**src/rtl/core/bar_raster_scan_sequencer_top_macros.svh**
```systemverilog
// Assertion macros shared by the bar raster scan sequencer RTL.
`ifndef BAR_RASTER_SCAN_SEQUENCER_TOP_MACROS_SVH
`define BAR_RASTER_SCAN_SEQUENCER_TOP_MACROS_SVH

// Check a property on the rising clock edge, ignored while reset is held.
`define BRSS_ASSERT(lbl, prop, msg) \
    lbl: assert property (@(posedge aclk) disable iff (!aresetn) prop) else $error(msg);

// Check a property on the rising clock edge, reset included.
`define BRSS_ASSERT_RST(lbl, prop, msg) \
    lbl: assert property (@(posedge aclk) prop) else $error(msg);

`endif

```
**src/rtl/core/brss_pkg.sv**
```systemverilog
// Types, constants and unit tables of the bar raster scan sequencer.
package brss_pkg;

    localparam int ANGLE_WIDTH_DEF = 16;
    localparam int CFG_INDEX_W     = 3;
    localparam int CFG_DATA_W      = 16;
    localparam int OFFSET_W        = 18;
    localparam int S_TDATA_W       = 8;

    typedef enum logic [CFG_INDEX_W-1:0] {
        REG_SCAN_WIDTH    = 3'd0,
        REG_BAR_SPACING   = 3'd1,
        REG_BAR_COUNT     = 3'd2,
        REG_LEFT_TO_RIGHT = 3'd3,
        REG_VERTICAL_BARS = 3'd4,
        REG_REF_AZIMUTH   = 3'd5,
        REG_REF_ELEVATION = 3'd6
    } brss_reg_idx_t;

    typedef enum logic [1:0] {
        PH_RESET    = 2'd0,
        PH_TO_START = 2'd1,
        PH_SWEEP    = 2'd2
    } brss_phase_t;

    typedef struct packed {
        logic [15:0]        scan_width;
        logic [14:0]        bar_spacing;
        logic [2:0]         bar_count;
        logic               left_to_right;
        logic               vertical_bars;
        logic signed [15:0] ref_azimuth;
        logic signed [15:0] ref_elevation;
    } brss_cfg_t;

    typedef struct packed {
        logic        fast_slew;
        logic        bar_started;
        logic        bar_ended;
        logic [2:0]  current_bar;
        brss_phase_t scan_phase;
        logic        reversing;
    } brss_flags_t;

    // [count-1][bar-1][side][0: across sign, 1: bar half-units]
    localparam logic signed [2:0] UNIT_TAB [4][4][2][2] = '{
        '{ '{'{-3'sd1, 3'sd0}, '{ 3'sd1, 3'sd0}}, '{'{ 3'sd0, 3'sd0}, '{ 3'sd0, 3'sd0}},
           '{'{ 3'sd0, 3'sd0}, '{ 3'sd0, 3'sd0}}, '{'{ 3'sd0, 3'sd0}, '{ 3'sd0, 3'sd0}} },
        '{ '{'{-3'sd1, 3'sd1}, '{ 3'sd1, 3'sd1}}, '{'{ 3'sd1,-3'sd1}, '{-3'sd1,-3'sd1}},
           '{'{ 3'sd0, 3'sd0}, '{ 3'sd0, 3'sd0}}, '{'{ 3'sd0, 3'sd0}, '{ 3'sd0, 3'sd0}} },
        '{ '{'{-3'sd1, 3'sd2}, '{ 3'sd1, 3'sd2}}, '{'{ 3'sd1, 3'sd0}, '{-3'sd1, 3'sd0}},
           '{'{-3'sd1,-3'sd2}, '{ 3'sd1,-3'sd2}}, '{'{ 3'sd0, 3'sd0}, '{ 3'sd0, 3'sd0}} },
        '{ '{'{-3'sd1, 3'sd3}, '{ 3'sd1, 3'sd3}}, '{'{ 3'sd1, 3'sd1}, '{-3'sd1, 3'sd1}},
           '{'{-3'sd1,-3'sd1}, '{ 3'sd1,-3'sd1}}, '{'{ 3'sd1,-3'sd3}, '{-3'sd1,-3'sd3}} }
    };

    // Clamp the programmed bar count into 1..4.
    function automatic logic [2:0] used_count(input logic [2:0] cnt);
        logic [2:0] res;
        if (cnt == 3'd0) begin
            res = 3'd1;
        end else if (cnt > 3'd4) begin
            res = 3'd4;
        end else begin
            res = cnt;
        end
        return res;
    endfunction

endpackage

```
**src/rtl/core/bar_raster_scan_sequencer_top.sv**
```systemverilog
// Bar raster scan sequencer: servo tick stream in, commanded angle stream out.
//
// Each transfer on the s_ channel is one servo tick (positioned, at_limits,
// restart). The block answers every tick with exactly one transfer on the
// m_ channel carrying the commanded azimuth and elevation, saturated to
// ANGLE_WIDTH signed bits, and the scan status flags.
// The tick lands in the input register at the s_ transfer; when the result
// register is free, the table, shift-add and saturating-add logic loads it
// and m_tvalid rises, and the result transfers on m_ from there. Each tick
// thus passes the input register and then the result register.
// Throughput is one tick per cycle while the receiver keeps m_tready high.
// s_tready drops only while both registers are full and m_tready is low, so
// a stalled receiver holds the pending result and backs up one tick at most.
// Synchronous reset (aresetn low) empties both registers, returns the scan
// to the reset phase on bar 1 and restores the register defaults.
// Configuration writes (cfg_wr_en, cfg_index, cfg_wdata) take effect at the
// clock edge; issue them only while no tick is in flight.
`include "bar_raster_scan_sequencer_top_macros.svh"

module bar_raster_scan_sequencer_top #(
    parameter int  ANGLE_WIDTH = brss_pkg::ANGLE_WIDTH_DEF,
    localparam int M_TDATA_W   = ((2 * ANGLE_WIDTH + 9 + 7) / 8) * 8
) (
    input  logic                              aclk,
    input  logic                              aresetn,
    // s_tdata: positioned, at_limits, restart, zero pad
    input  logic                              s_tvalid,
    output logic                              s_tready,
    input  logic [brss_pkg::S_TDATA_W-1:0]    s_tdata,
    // m_tdata: cmd_azimuth, cmd_elevation, fast_slew, bar_started, bar_ended,
    //          current_bar, scan_phase, reversing, zero pad
    output logic                              m_tvalid,
    input  logic                              m_tready,
    output logic [M_TDATA_W-1:0]              m_tdata,
    input  logic                              cfg_wr_en,
    input  logic [brss_pkg::CFG_INDEX_W-1:0]  cfg_index,
    input  logic [brss_pkg::CFG_DATA_W-1:0]   cfg_wdata
);

    localparam int PAD_W = M_TDATA_W - (2 * ANGLE_WIDTH + 9);

    brss_pkg::brss_cfg_t   cfg;
    logic                  clr_reverse;
    brss_pkg::brss_flags_t flags;
    logic signed [ANGLE_WIDTH-1:0] cmd_az, cmd_el;

    logic       in_valid_reg, in_valid_next;
    logic [2:0] in_data_reg;
    logic       out_valid_reg, out_valid_next;
    logic signed [ANGLE_WIDTH-1:0] out_az_reg, out_el_reg;
    brss_pkg::brss_flags_t         out_flags_reg;
    logic       out_free, step;

    assign out_free = ~out_valid_reg | m_tready;
    assign step     = in_valid_reg & out_free;
    assign s_tready = ~in_valid_reg | out_free;

    assign in_valid_next  = s_tready ? s_tvalid : in_valid_reg;
    assign out_valid_next = out_free ? in_valid_reg : out_valid_reg;

    brss_cfg u_cfg (
        .aclk        (aclk),
        .aresetn     (aresetn),
        .cfg_wr_en   (cfg_wr_en),
        .cfg_index   (cfg_index),
        .cfg_wdata   (cfg_wdata),
        .cfg         (cfg),
        .clr_reverse (clr_reverse)
    );

    brss_core #(
        .ANGLE_WIDTH (ANGLE_WIDTH)
    ) u_core (
        .aclk          (aclk),
        .aresetn       (aresetn),
        .step          (step),
        .positioned    (in_data_reg[0]),
        .at_limits     (in_data_reg[1]),
        .restart       (in_data_reg[2]),
        .cfg           (cfg),
        .clr_reverse   (clr_reverse),
        .cmd_azimuth   (cmd_az),
        .cmd_elevation (cmd_el),
        .flags         (flags)
    );

    always_ff @(posedge aclk) begin
        if (!aresetn) begin
            in_valid_reg  <= 1'b0;
            out_valid_reg <= 1'b0;
        end else begin
            in_valid_reg  <= in_valid_next;
            out_valid_reg <= out_valid_next;
        end
    end

    // Payload registers: capture on transfer, hold otherwise.
    always_ff @(posedge aclk) begin
        if (s_tvalid && s_tready) begin
            in_data_reg <= s_tdata[2:0];
        end
        if (step) begin
            out_az_reg    <= cmd_az;
            out_el_reg    <= cmd_el;
            out_flags_reg <= flags;
        end
    end

    assign m_tvalid = out_valid_reg;
    assign m_tdata  = {{PAD_W{1'b0}},
                       out_flags_reg.reversing,
                       out_flags_reg.scan_phase,
                       out_flags_reg.current_bar,
                       out_flags_reg.bar_ended,
                       out_flags_reg.bar_started,
                       out_flags_reg.fast_slew,
                       out_el_reg,
                       out_az_reg};

    `BRSS_ASSERT_RST(a_reset_empties, !aresetn |=> !m_tvalid && s_tready, "reset left data in flight")
    `BRSS_ASSERT(a_step_fills_out, step |=> m_tvalid, "processed tick produced no result")
    `BRSS_ASSERT(a_phase_after_tick, m_tvalid |-> (out_flags_reg.scan_phase == brss_pkg::PH_TO_START || out_flags_reg.scan_phase == brss_pkg::PH_SWEEP), "result left in reset phase")
    `BRSS_ASSERT(a_single_event, m_tvalid |-> !(out_flags_reg.bar_started && out_flags_reg.bar_ended), "bar start and end in one tick")
    `BRSS_ASSERT(a_bar_range, m_tvalid |-> (out_flags_reg.current_bar != 3'd0 && out_flags_reg.current_bar <= 3'd4), "bar number out of range")

endmodule

```
**src/rtl/core/brss_cfg.sv**
```systemverilog
// Configuration register file of the bar raster scan sequencer.
module brss_cfg (
    input  logic                              aclk,
    input  logic                              aresetn,
    input  logic                              cfg_wr_en,
    input  logic [brss_pkg::CFG_INDEX_W-1:0]  cfg_index,
    input  logic [brss_pkg::CFG_DATA_W-1:0]   cfg_wdata,
    output brss_pkg::brss_cfg_t               cfg,
    output logic                              clr_reverse
);

    brss_pkg::brss_cfg_t cfg_reg;
    brss_pkg::brss_cfg_t cfg_next;
    logic [2:0]          cnt_used;

    always_comb begin
        cfg_next    = cfg_reg;
        clr_reverse = 1'b0;
        cnt_used    = brss_pkg::used_count(cfg_wdata[2:0]);
        if (cfg_wr_en) begin
            case (brss_pkg::brss_reg_idx_t'(cfg_index))
                brss_pkg::REG_SCAN_WIDTH:    cfg_next.scan_width    = cfg_wdata;
                brss_pkg::REG_BAR_SPACING:   cfg_next.bar_spacing   = cfg_wdata[14:0];
                brss_pkg::REG_BAR_COUNT: begin
                    cfg_next.bar_count = cfg_wdata[2:0];
                    // an even raster never runs backwards
                    clr_reverse = ~cnt_used[0];
                end
                brss_pkg::REG_LEFT_TO_RIGHT: cfg_next.left_to_right = cfg_wdata[0];
                brss_pkg::REG_VERTICAL_BARS: cfg_next.vertical_bars = cfg_wdata[0];
                brss_pkg::REG_REF_AZIMUTH:   cfg_next.ref_azimuth   = $signed(cfg_wdata);
                brss_pkg::REG_REF_ELEVATION: cfg_next.ref_elevation = $signed(cfg_wdata);
                default: ;
            endcase
        end
    end

    always_ff @(posedge aclk) begin
        if (!aresetn) begin
            cfg_reg <= '{scan_width:    16'd0,
                         bar_spacing:   15'd0,
                         bar_count:     3'd1,
                         left_to_right: 1'b1,
                         vertical_bars: 1'b0,
                         ref_azimuth:   16'sd0,
                         ref_elevation: 16'sd0};
        end else begin
            cfg_reg <= cfg_next;
        end
    end

    assign cfg = cfg_reg;

endmodule

```
**src/rtl/core/brss_core.sv**
```systemverilog
// Scan state registers and the per-tick next-state and angle logic.
module brss_core #(
    parameter int ANGLE_WIDTH = brss_pkg::ANGLE_WIDTH_DEF
) (
    input  logic                          aclk,
    input  logic                          aresetn,
    input  logic                          step,
    input  logic                          positioned,
    input  logic                          at_limits,
    input  logic                          restart,
    input  brss_pkg::brss_cfg_t           cfg,
    input  logic                          clr_reverse,
    output logic signed [ANGLE_WIDTH-1:0] cmd_azimuth,
    output logic signed [ANGLE_WIDTH-1:0] cmd_elevation,
    output brss_pkg::brss_flags_t         flags
);

    localparam int OW    = brss_pkg::OFFSET_W;
    localparam int SUM_W = OW + 1;
    localparam int EXT_W = ((ANGLE_WIDTH > SUM_W) ? ANGLE_WIDTH : SUM_W) + 1;
    localparam logic signed [EXT_W-1:0] ANG_HI =
        {{(EXT_W-ANGLE_WIDTH+1){1'b0}}, {(ANGLE_WIDTH-1){1'b1}}};
    localparam logic signed [EXT_W-1:0] ANG_LO = ~ANG_HI;

    brss_pkg::brss_phase_t phase_reg, phase_next, phase_cur;
    logic [2:0]            bar_reg, bar_next;
    logic                  rev_reg, rev_next;
    logic                  slew_reg, slew_next;
    logic signed [OW-1:0]  off_p_reg, off_p_next;
    logic signed [OW-1:0]  off_s_reg, off_s_next;
    logic                  started, ended, ready;

    logic [2:0] nb, adv_bar, row;
    logic       adv_rev;
    logic [2:0] pos_bar;
    logic       pos_rev, pos_side, load_pos;
    logic [1:0] nb_m1, row_m1;
    logic signed [2:0] xs, yh;
    logic       x_neg;
    logic [1:0] y_abs;
    logic [16:0] y_mag;
    logic signed [OW-1:0] x_val, y_val, x1, y1, pos_p, pos_s;

    assign nb    = brss_pkg::used_count(cfg.bar_count);
    assign nb_m1 = 2'(nb - 3'd1);
    assign ready = positioned | at_limits;
    assign phase_cur = restart ? brss_pkg::PH_RESET : phase_reg;

    // Next bar by the odd/even rule.
    always_comb begin
        adv_bar = bar_reg;
        adv_rev = rev_reg;
        if (nb[0]) begin
            if (nb == 3'd1) begin
                adv_rev = ~rev_reg;
            end else if (bar_reg >= nb) begin
                adv_rev = 1'b1;
                adv_bar = nb - 3'd1;
            end else if (rev_reg && bar_reg > 3'd1) begin
                adv_bar = bar_reg - 3'd1;
            end else begin
                adv_bar = (bar_reg < 3'd1) ? 3'd2 : bar_reg + 3'd1;
                adv_rev = 1'b0;
            end
        end else begin
            adv_rev = 1'b0;
            adv_bar = ({1'b0, bar_reg} + 4'd1 > {1'b0, nb}) ? 3'd1 : bar_reg + 3'd1;
        end
    end

    // Phase sequencing; selects which bar end to load.
    always_comb begin
        phase_next = phase_cur;
        bar_next   = bar_reg;
        rev_next   = rev_reg;
        slew_next  = slew_reg;
        started    = 1'b0;
        ended      = 1'b0;
        load_pos   = 1'b0;
        pos_bar    = bar_reg;
        pos_rev    = rev_reg;
        pos_side   = 1'b0;
        case (phase_cur)
            brss_pkg::PH_TO_START: begin
                if (ready) begin
                    started    = 1'b1;
                    load_pos   = 1'b1;
                    pos_side   = 1'b1;
                    phase_next = brss_pkg::PH_SWEEP;
                    slew_next  = 1'b0;
                end
            end
            brss_pkg::PH_SWEEP: begin
                if (ready) begin
                    ended      = 1'b1;
                    load_pos   = 1'b1;
                    pos_bar    = adv_bar;
                    pos_rev    = adv_rev;
                    bar_next   = adv_bar;
                    rev_next   = adv_rev;
                    phase_next = brss_pkg::PH_TO_START;
                    slew_next  = 1'b1;
                end
            end
            default: begin
                load_pos   = 1'b1;
                pos_bar    = 3'd1;
                bar_next   = 3'd1;
                phase_next = brss_pkg::PH_TO_START;
                slew_next  = 1'b1;
            end
        endcase
    end

    // Bar endpoint from the unit table, scaled by half width and half spacing.
    always_comb begin
        if (pos_bar < 3'd1) begin
            row = 3'd1;
        end else if (pos_bar > nb) begin
            row = nb;
        end else begin
            row = pos_bar;
        end
        row_m1 = 2'(row - 3'd1);
        xs     = brss_pkg::UNIT_TAB[nb_m1][row_m1][pos_side][0];
        yh     = brss_pkg::UNIT_TAB[nb_m1][row_m1][pos_side][1];
        x_neg  = xs[2] ^ ~cfg.left_to_right ^ ((nb == 3'd1) & pos_rev);
        if (xs == 3'sd0) begin
            x_val = '0;
        end else if (x_neg) begin
            x_val = -$signed({2'b00, cfg.scan_width});
        end else begin
            x_val = $signed({2'b00, cfg.scan_width});
        end
        y_abs = yh[2] ? 2'(-yh) : 2'(yh);
        y_mag = (y_abs[0] ? {2'b00, cfg.bar_spacing} : 17'd0)
              + (y_abs[1] ? {1'b0, cfg.bar_spacing, 1'b0} : 17'd0);
        y_val = yh[2] ? -$signed({1'b0, y_mag}) : $signed({1'b0, y_mag});
        // arithmetic shift rounds the halving toward minus infinity
        x1 = x_val >>> 1;
        y1 = y_val >>> 1;
        pos_p = cfg.vertical_bars ? y1 : x1;
        pos_s = cfg.vertical_bars ? x1 : y1;
        off_p_next = load_pos ? pos_p : off_p_reg;
        off_s_next = load_pos ? pos_s : off_s_reg;
    end

    function automatic logic signed [ANGLE_WIDTH-1:0] sat_add(
        input logic signed [15:0] ref_ang,
        input logic signed [OW-1:0] off
    );
        logic signed [SUM_W-1:0] sum;
        logic signed [EXT_W-1:0] ext;
        logic signed [EXT_W-1:0] clp;
        sum = SUM_W'(ref_ang) + SUM_W'(off);
        ext = EXT_W'(sum);
        if (ext > ANG_HI) begin
            clp = ANG_HI;
        end else if (ext < ANG_LO) begin
            clp = ANG_LO;
        end else begin
            clp = ext;
        end
        return ANGLE_WIDTH'(clp);
    endfunction

    assign cmd_azimuth   = sat_add(cfg.ref_azimuth, off_p_next);
    assign cmd_elevation = sat_add(cfg.ref_elevation, off_s_next);

    assign flags.fast_slew   = slew_next;
    assign flags.bar_started = started;
    assign flags.bar_ended   = ended;
    assign flags.current_bar = bar_next;
    assign flags.scan_phase  = phase_next;
    assign flags.reversing   = rev_next;

    always_ff @(posedge aclk) begin
        if (!aresetn) begin
            phase_reg <= brss_pkg::PH_RESET;
            bar_reg   <= 3'd1;
            rev_reg   <= 1'b0;
            slew_reg  <= 1'b0;
            off_p_reg <= '0;
            off_s_reg <= '0;
        end else if (step) begin
            phase_reg <= phase_next;
            bar_reg   <= bar_next;
            rev_reg   <= rev_next;
            slew_reg  <= slew_next;
            off_p_reg <= off_p_next;
            off_s_reg <= off_s_next;
        end else if (clr_reverse) begin
            rev_reg <= 1'b0;
        end
    end

endmodule
```
**config.mk**
```make
export PLATFORM = sky130hd
export DESIGN_NAME = bar_raster_scan_sequencer_top
export DESIGN_NICKNAME = d
export VERILOG_FILES = /design/src/rtl/core/brss_pkg.sv /design/src/rtl/core/bar_raster_scan_sequencer_top.sv /design/src/rtl/core/brss_cfg.sv /design/src/rtl/core/brss_core.sv
export VERILOG_INCLUDE_DIRS = /design/src /design/src/rtl/core
export SDC_FILE = /design/constraint.sdc
export NUM_CORES = 1
export LEC_CHECK = 0
export ABC_AREA = 0
export BUFFER_PORTS_ARGS = -buffer_cell sky130_fd_sc_hd__buf_2
export CORE_UTILIZATION = 26
export DETAILED_ROUTE_END_ITERATION = 8
export SLEW_MARGIN = 5
export SYNTH_ARGS = -nofsm -noshare
export SYNTH_HDL_FRONTEND = slang
export SYNTH_SLANG_ARGS = --single-unit
```
**constraint.sdc**
```tcl
create_clock -name aclk -period 23 [get_ports aclk]
set_clock_uncertainty 0.1 [all_clocks]
set_input_delay 3.45 -clock aclk [delete_from_list [all_inputs] [get_ports aclk]]
set_output_delay 3.45 -clock aclk [all_outputs]
set_load 0.05 [all_outputs]
```
After elaboration in Yosys (flattened, before gate mapping)
Index checks and enable logic that the tools add are counted.
{ "totals": {"register_bits": 157, "latchBits": 0, "ram_bits": 0, "mem_bits_ro": 0, "inputBits": 32, "out_inout_bits": 50, "elab_cells": 144, "n_memories": 0} }
{ "op_classes": {"addsub": 11, "mul": 0, "n_div": 0, "n_lt_le_gt_ge": 15, "eq_ne": 9, "n_shift": 0, "n_mux": 55, "n_bitwise": 15, "n_reduce_logical": 15} }
{ "op_table": {"columns": ["op", "count"], "rows": [
  ["$mux 18", 7],
  ["$bmux 48 s2", 1],
  ["$mux 48", 2],
  ["$mux 16", 3],
  ["$add 16x18->19", 2],
  ["$gt 19x16->1 const B", 2],
  ["$lt 19x16->1 const B", 2],
  ["$mux 3", 9],
  ["$bmux 12 s2", 1],
  ["$mux 12", 2],
  ["$mux 6", 3],
  ["$neg 16->18", 1],
  ["$neg 17->18", 1],
  ["$add 17x17->17", 1],
  ["$mux 1", 17],
  ["$mux 15", 1],
  ["$reduce_and 2->1", 7],
  ["$logic_not 3->1", 4],
  ["$mux 2", 6],
  ["$eq 3x3->1 const B", 3],
  ["$eq 3x1->1 const B", 2],
  ["$eq 3x2->1 const B", 2],
  ["$ge 3x3->1 const B", 2],
  ["$gt 3x3->1 const B", 2],
  ["other kinds (25)", 37]
]} }

Logic depth before layout (Yosys ltp)
{ "depth": {"ltp_word": 31, "mapped_depth": 47, "depth_no_buf": 43} }

Modules after synthesis
Synthesis repeated with hierarchy kept, for this count alone.
{ "hier_totals": {"hier_cells": 1255, "area_unflattened_um2": 10746.6} }
{ "modules_own_cells": {"columns": ["module", "n_inst", "cells_each", "area_each_um2", "seq_area_each_um2"], "rows": [
  ["brss_core", 1, 946, 6710.2, 860.8],
  ["brss_cfg", 1, 248, 2555.0, 1361.3],
  ["bar_raster_scan_sequencer_top", 1, 61, 1481.4, 1361.3]
]} }

Worst setup path after synthesis
Ideal clock, no wire load.
{ "synth_path": {"kind": "flip-flop to flip-flop", "start": "reg u_core.bar_reg[0]", "end": "reg out_el_reg[10], data pin", "setup_ns": 0.270, "arrival_ns": 9.614, "t_required_ns": 22.630, "path_slack_ns": 13.015, "path_stages_with_launch": 46, "n_path_buf": 3, "period_less_slack_ns": 9.985, "cell_sequence": "dfxtp_1 buf_2 inv_1 ha_1 ha_1 nand3b_1 a2bb2oi_1 o22ai_1 a21oi_2 nor2_1 ha_1 nor2b_1 o21a_1 o21ai_1 or3_1 o21ai_1 and2_1 o21ai_2 [... 10 more ...] a21oi_2 xnor2_1 or3_4 or3b_4 or4b_4 or2_4 o31ai_2 xor2_1 mux2_2 mux2_4 ha_1 a21o_1 a41oi_1 nand2b_1 a21oi_1 a31oi_1 clkbuf_1 o21ai_0"} }
{ "synth_lines": {"columns": ["item", "line_no", "rtl"], "rows": [
  ["start, declared", "brss_core.sv:26", "logic [2:0] bar_reg, bar_next;"],
  ["start signal, assigned", "brss_core.sv:187", "bar_reg <= bar_next;"],
  ["end signal, assigned", "bar_raster_scan_sequencer_top.sv:104", "out_el_reg <= cmd_el;"],
  ["end, declared", "bar_raster_scan_sequencer_top.sv:50", "logic signed [ANGLE_WIDTH-1:0] out_az_reg, out_el_reg;"]
]} }

==> results by group <==
Status
  – Outcome: finished clean

Detailed routing
  – Vias per std cell: approximately 5
  – Vias: 9099
  – Drt initial violations: 577
  – DRT Wirelength: a little under 30 mm
  – First-pass detailed-route iteration total: 5
  – Post-route DRC: 0
  – Antenna Nets Post-Route: 0
  – Avg WL per Cell: 16.0 um

Layout
  – Final nets: 1424
  – FILL cells: 4298
  – Largest register FFs: 68
  – Synth-to-Final Area Change: 12.7%
  – Share of cells above drive strength 1: 12.0%

Synthesis
  – EDFF count, synth: 44
  – Sequential share of the synthesized area: 34.0%
  – Yosys synthesis warning count: 0
  – Mapped cell area: 10500 um2
  – Synth async-reset ratio: 0%
  – Post-synthesis instance total: between 1000 and 1500
  – Seq cells post-synth: 157
  – Yosys cell types: 98
  – Syn Area/Cell: roughly 8 um2
  – Post-synth top flop: dfxtp_1

CTS
  – # hold bufs at CTS: 0
  – Worst-path clk slew: 0.07 ns
  – Resized cells post-CTS: 0
  – Clock Sinks: 157
  – Max clock buf depth: 2
  – Post-CTS Setup Bufs: 0
  – Htree depth: 4
  – CTS Buf Count: 17
  – Worst skew pair latency: 0.45 ns
  – Clock Root Buffer: clkbuf_16
  – CTS tree: built

Die
  – Die area: 41300 um2
  – Die X-Extent: 203 um
  – FP Rows: between 70 and 80
  – Initial Utilization: 26.5%
  – Core area: 39800 um2
  – Die height: 203 um
  – I/O Pins: 82

Global route
  – First-pass GRT wire length: between 40 and 50 mm
  – Largest net degree at the start of global routing: 81
  – Gr ovfl total: 0
  – Initial antenna violation count: 5
  – Vias in the first global route: 8587
  – Total GRT Usage: 14.8%

Placement
  – Port Buffers: slightly below 70
  – GP Congestion: 0.904
  – Detail Placement HPWL: 21.9 mm

Worst setup path
  – Worst Path Required: between 20 and 25 ns
  – Setup crit end kind: flop
  – Worst setup SP type: flop
  – Crit-path max cell delay: roughly 0.74 ns
  – Crit Path Max Fanout: 16
  – Worst Setup SP: u_core.bar_reg[0]
  – Critical path arrival: 11.58 ns
  – Cell mode on critical path: ha_1
  – Reg2reg start: u_core.bar_reg[0]
  – Setup Crit Path Kind: reg2reg
  – Worst path slowest cell: a31oi_1

STA
  – Final period util: 50.1%
  – Fin. max-slew vios: 0
  – Final setup fails: 0
  – RSZ-0062 raised after global routing: false
  – Slew HR: 25.9%
  – Minimum clock period: about 12 ns
  – Worst slew pin tran: 1.11 ns
  – Hold Vio Cnt, Final: 0
  – Setup_tns: 0 ns
  – Fmax: a little under 90 MHz

Power and ir drop
  – Total power: 746 uW
  – Leakage power: 4.82 nW
  – Pwr/cell area: ~63 nW/um2
  – Worst vdd ir: 0.0491 mV

Min path
  – Class of the worst hold path: reg2reg
  – Min-delay src: u_cfg.cfg[44]

Job
  – Max-cap violations: 0
-- per-stage QoR --
stage,area [um2],hold WS [ns],std cells,worst slack [ns],utilization [%]
floorplan,10600,0.326,1286,13.02,-
global placement,11300,0.339,1825,11.65,28.4
detailed placement,11300,0.350,1825,11.53,28.4
CTS,11900,0.364,1857,11.49,29.8
global route,11900,0.386,1859,10.62,29.8
finish,11900,0.360,1860,11.47,29.8
-- area by class of cell --
type                       instances  area, um2  share of cell area [%]
multi-input combinational       1021       6480                    54.6
inverter                          45        171                    1.44
clock buffer                      17        425                    3.58
timing repair buffer              77        405                    3.41
sequential                       157       3580                    30.2
clock inverter                    15        139                    1.17
antenna                            3       7.51                  0.0632
tap                              525        657                    5.53
-- per-layer routing --
metal  vias up  part of all wire, %  global-route usage, %
met5         -                 0.15                      0
li1       4615                    -                      -
met4         6                  2.5                   5.83
met2       177                   45                   23.8
met1      4258                   48                   19.6
met3        43                  4.1                   2.46
-- cells in the mapped netlist (all sizes together), types with 20 or more instances --
library cell	number	area (um2)
a21oi	166	838
nand2	198	751
clkbuf	49	204
edfxtp	44	1320
inv	43	164
xnor2	53	464
xor2	20	175
and2	32	200
a21o	29	218
a31oi	20	131
o21ai	69	349
ha	70	876
a2bb2oi	20	175
dfxtp	113	2260
nor3	22	121
nor2	106	417
-- worst max-delay path, delay by kind of cell, from the launching register on --
kind,cells,cell delay [ns]
fa+ha+maj,6,2.03
simple gates,13,3.10
flops,1,0.57
buf+inv,2,0.20
compound gates,16,4.26
mux,2,0.60
xor+xnor,2,0.35
-- cell families (layout without fill, tap and decap cells) --
kind of cell	count (synthesis)	after routing	synth area share, %
other	1	10	0.0356
xor gates and xnor gates	74	74	6.28
AOI/OAI and AO/OA	405	405	24.6
adders and majority gates	73	73	8.88
muxes	19	19	1.90
DFF	157	157	34.0
buffers and inverters	108	154	4.70
and+or+nand+nor	443	443	19.6
-- layout by cell type (no fill, tap or decap), types with 4 or more instances in the layout --
cell	n
a211oi_1	15
a21o_1	29
a21oi_1	164
a22oi_1	5
a2bb2oi_1	20
a31oi_1	19
and2_1	32
and3_1	5
buf_2	69
buf_4	8
clkbuf_16	17
conb_1	7
dfxtp_1	113
edfxtp_1	44
ha_1	70
inv_1	40
inv_6	6
inv_8	5
mux2_2	4
mux2i_1	14
nand2_1	197
nand2b_1	9
nand3_1	17
nor2_1	104
nor2b_1	12
nor3_1	20
nor3b_1	4
o211ai_1	6
o21a_1	9
o21ai_0	61
o21ai_1	7
o21bai_1	9
o31ai_1	12
or2_2	8
or3_1	6
xnor2_1	53
xor2_1	20
-- report_power, final --
| group | switching (mW) | internal (mW) | total, mW | leakage [nW] |
|---|---|---|---|---|
| Combinational | 0.104 | 0.0508 | 0.155 | 3.21 |
| Sequential | 0.00636 | 0.304 | 0.310 | 1.33 |
| Clock | 0.137 | 0.144 | 0.281 | 0.276 |
| Total | 0.248 | 0.498 | 0.746 | 4.82 |
-- worst paths after layout --
check	endpoint	slack, ns	depth (start not counted)
worst max-delay path	out_el_reg[13]	11.47	41
worst min-delay path	u_cfg.cfg[44]	0.36	2
worst max register to register	out_el_reg[13]	11.47	41
worst min register to register	u_cfg.cfg[44]	0.36	2
Power figures use the tool's default switching activity.
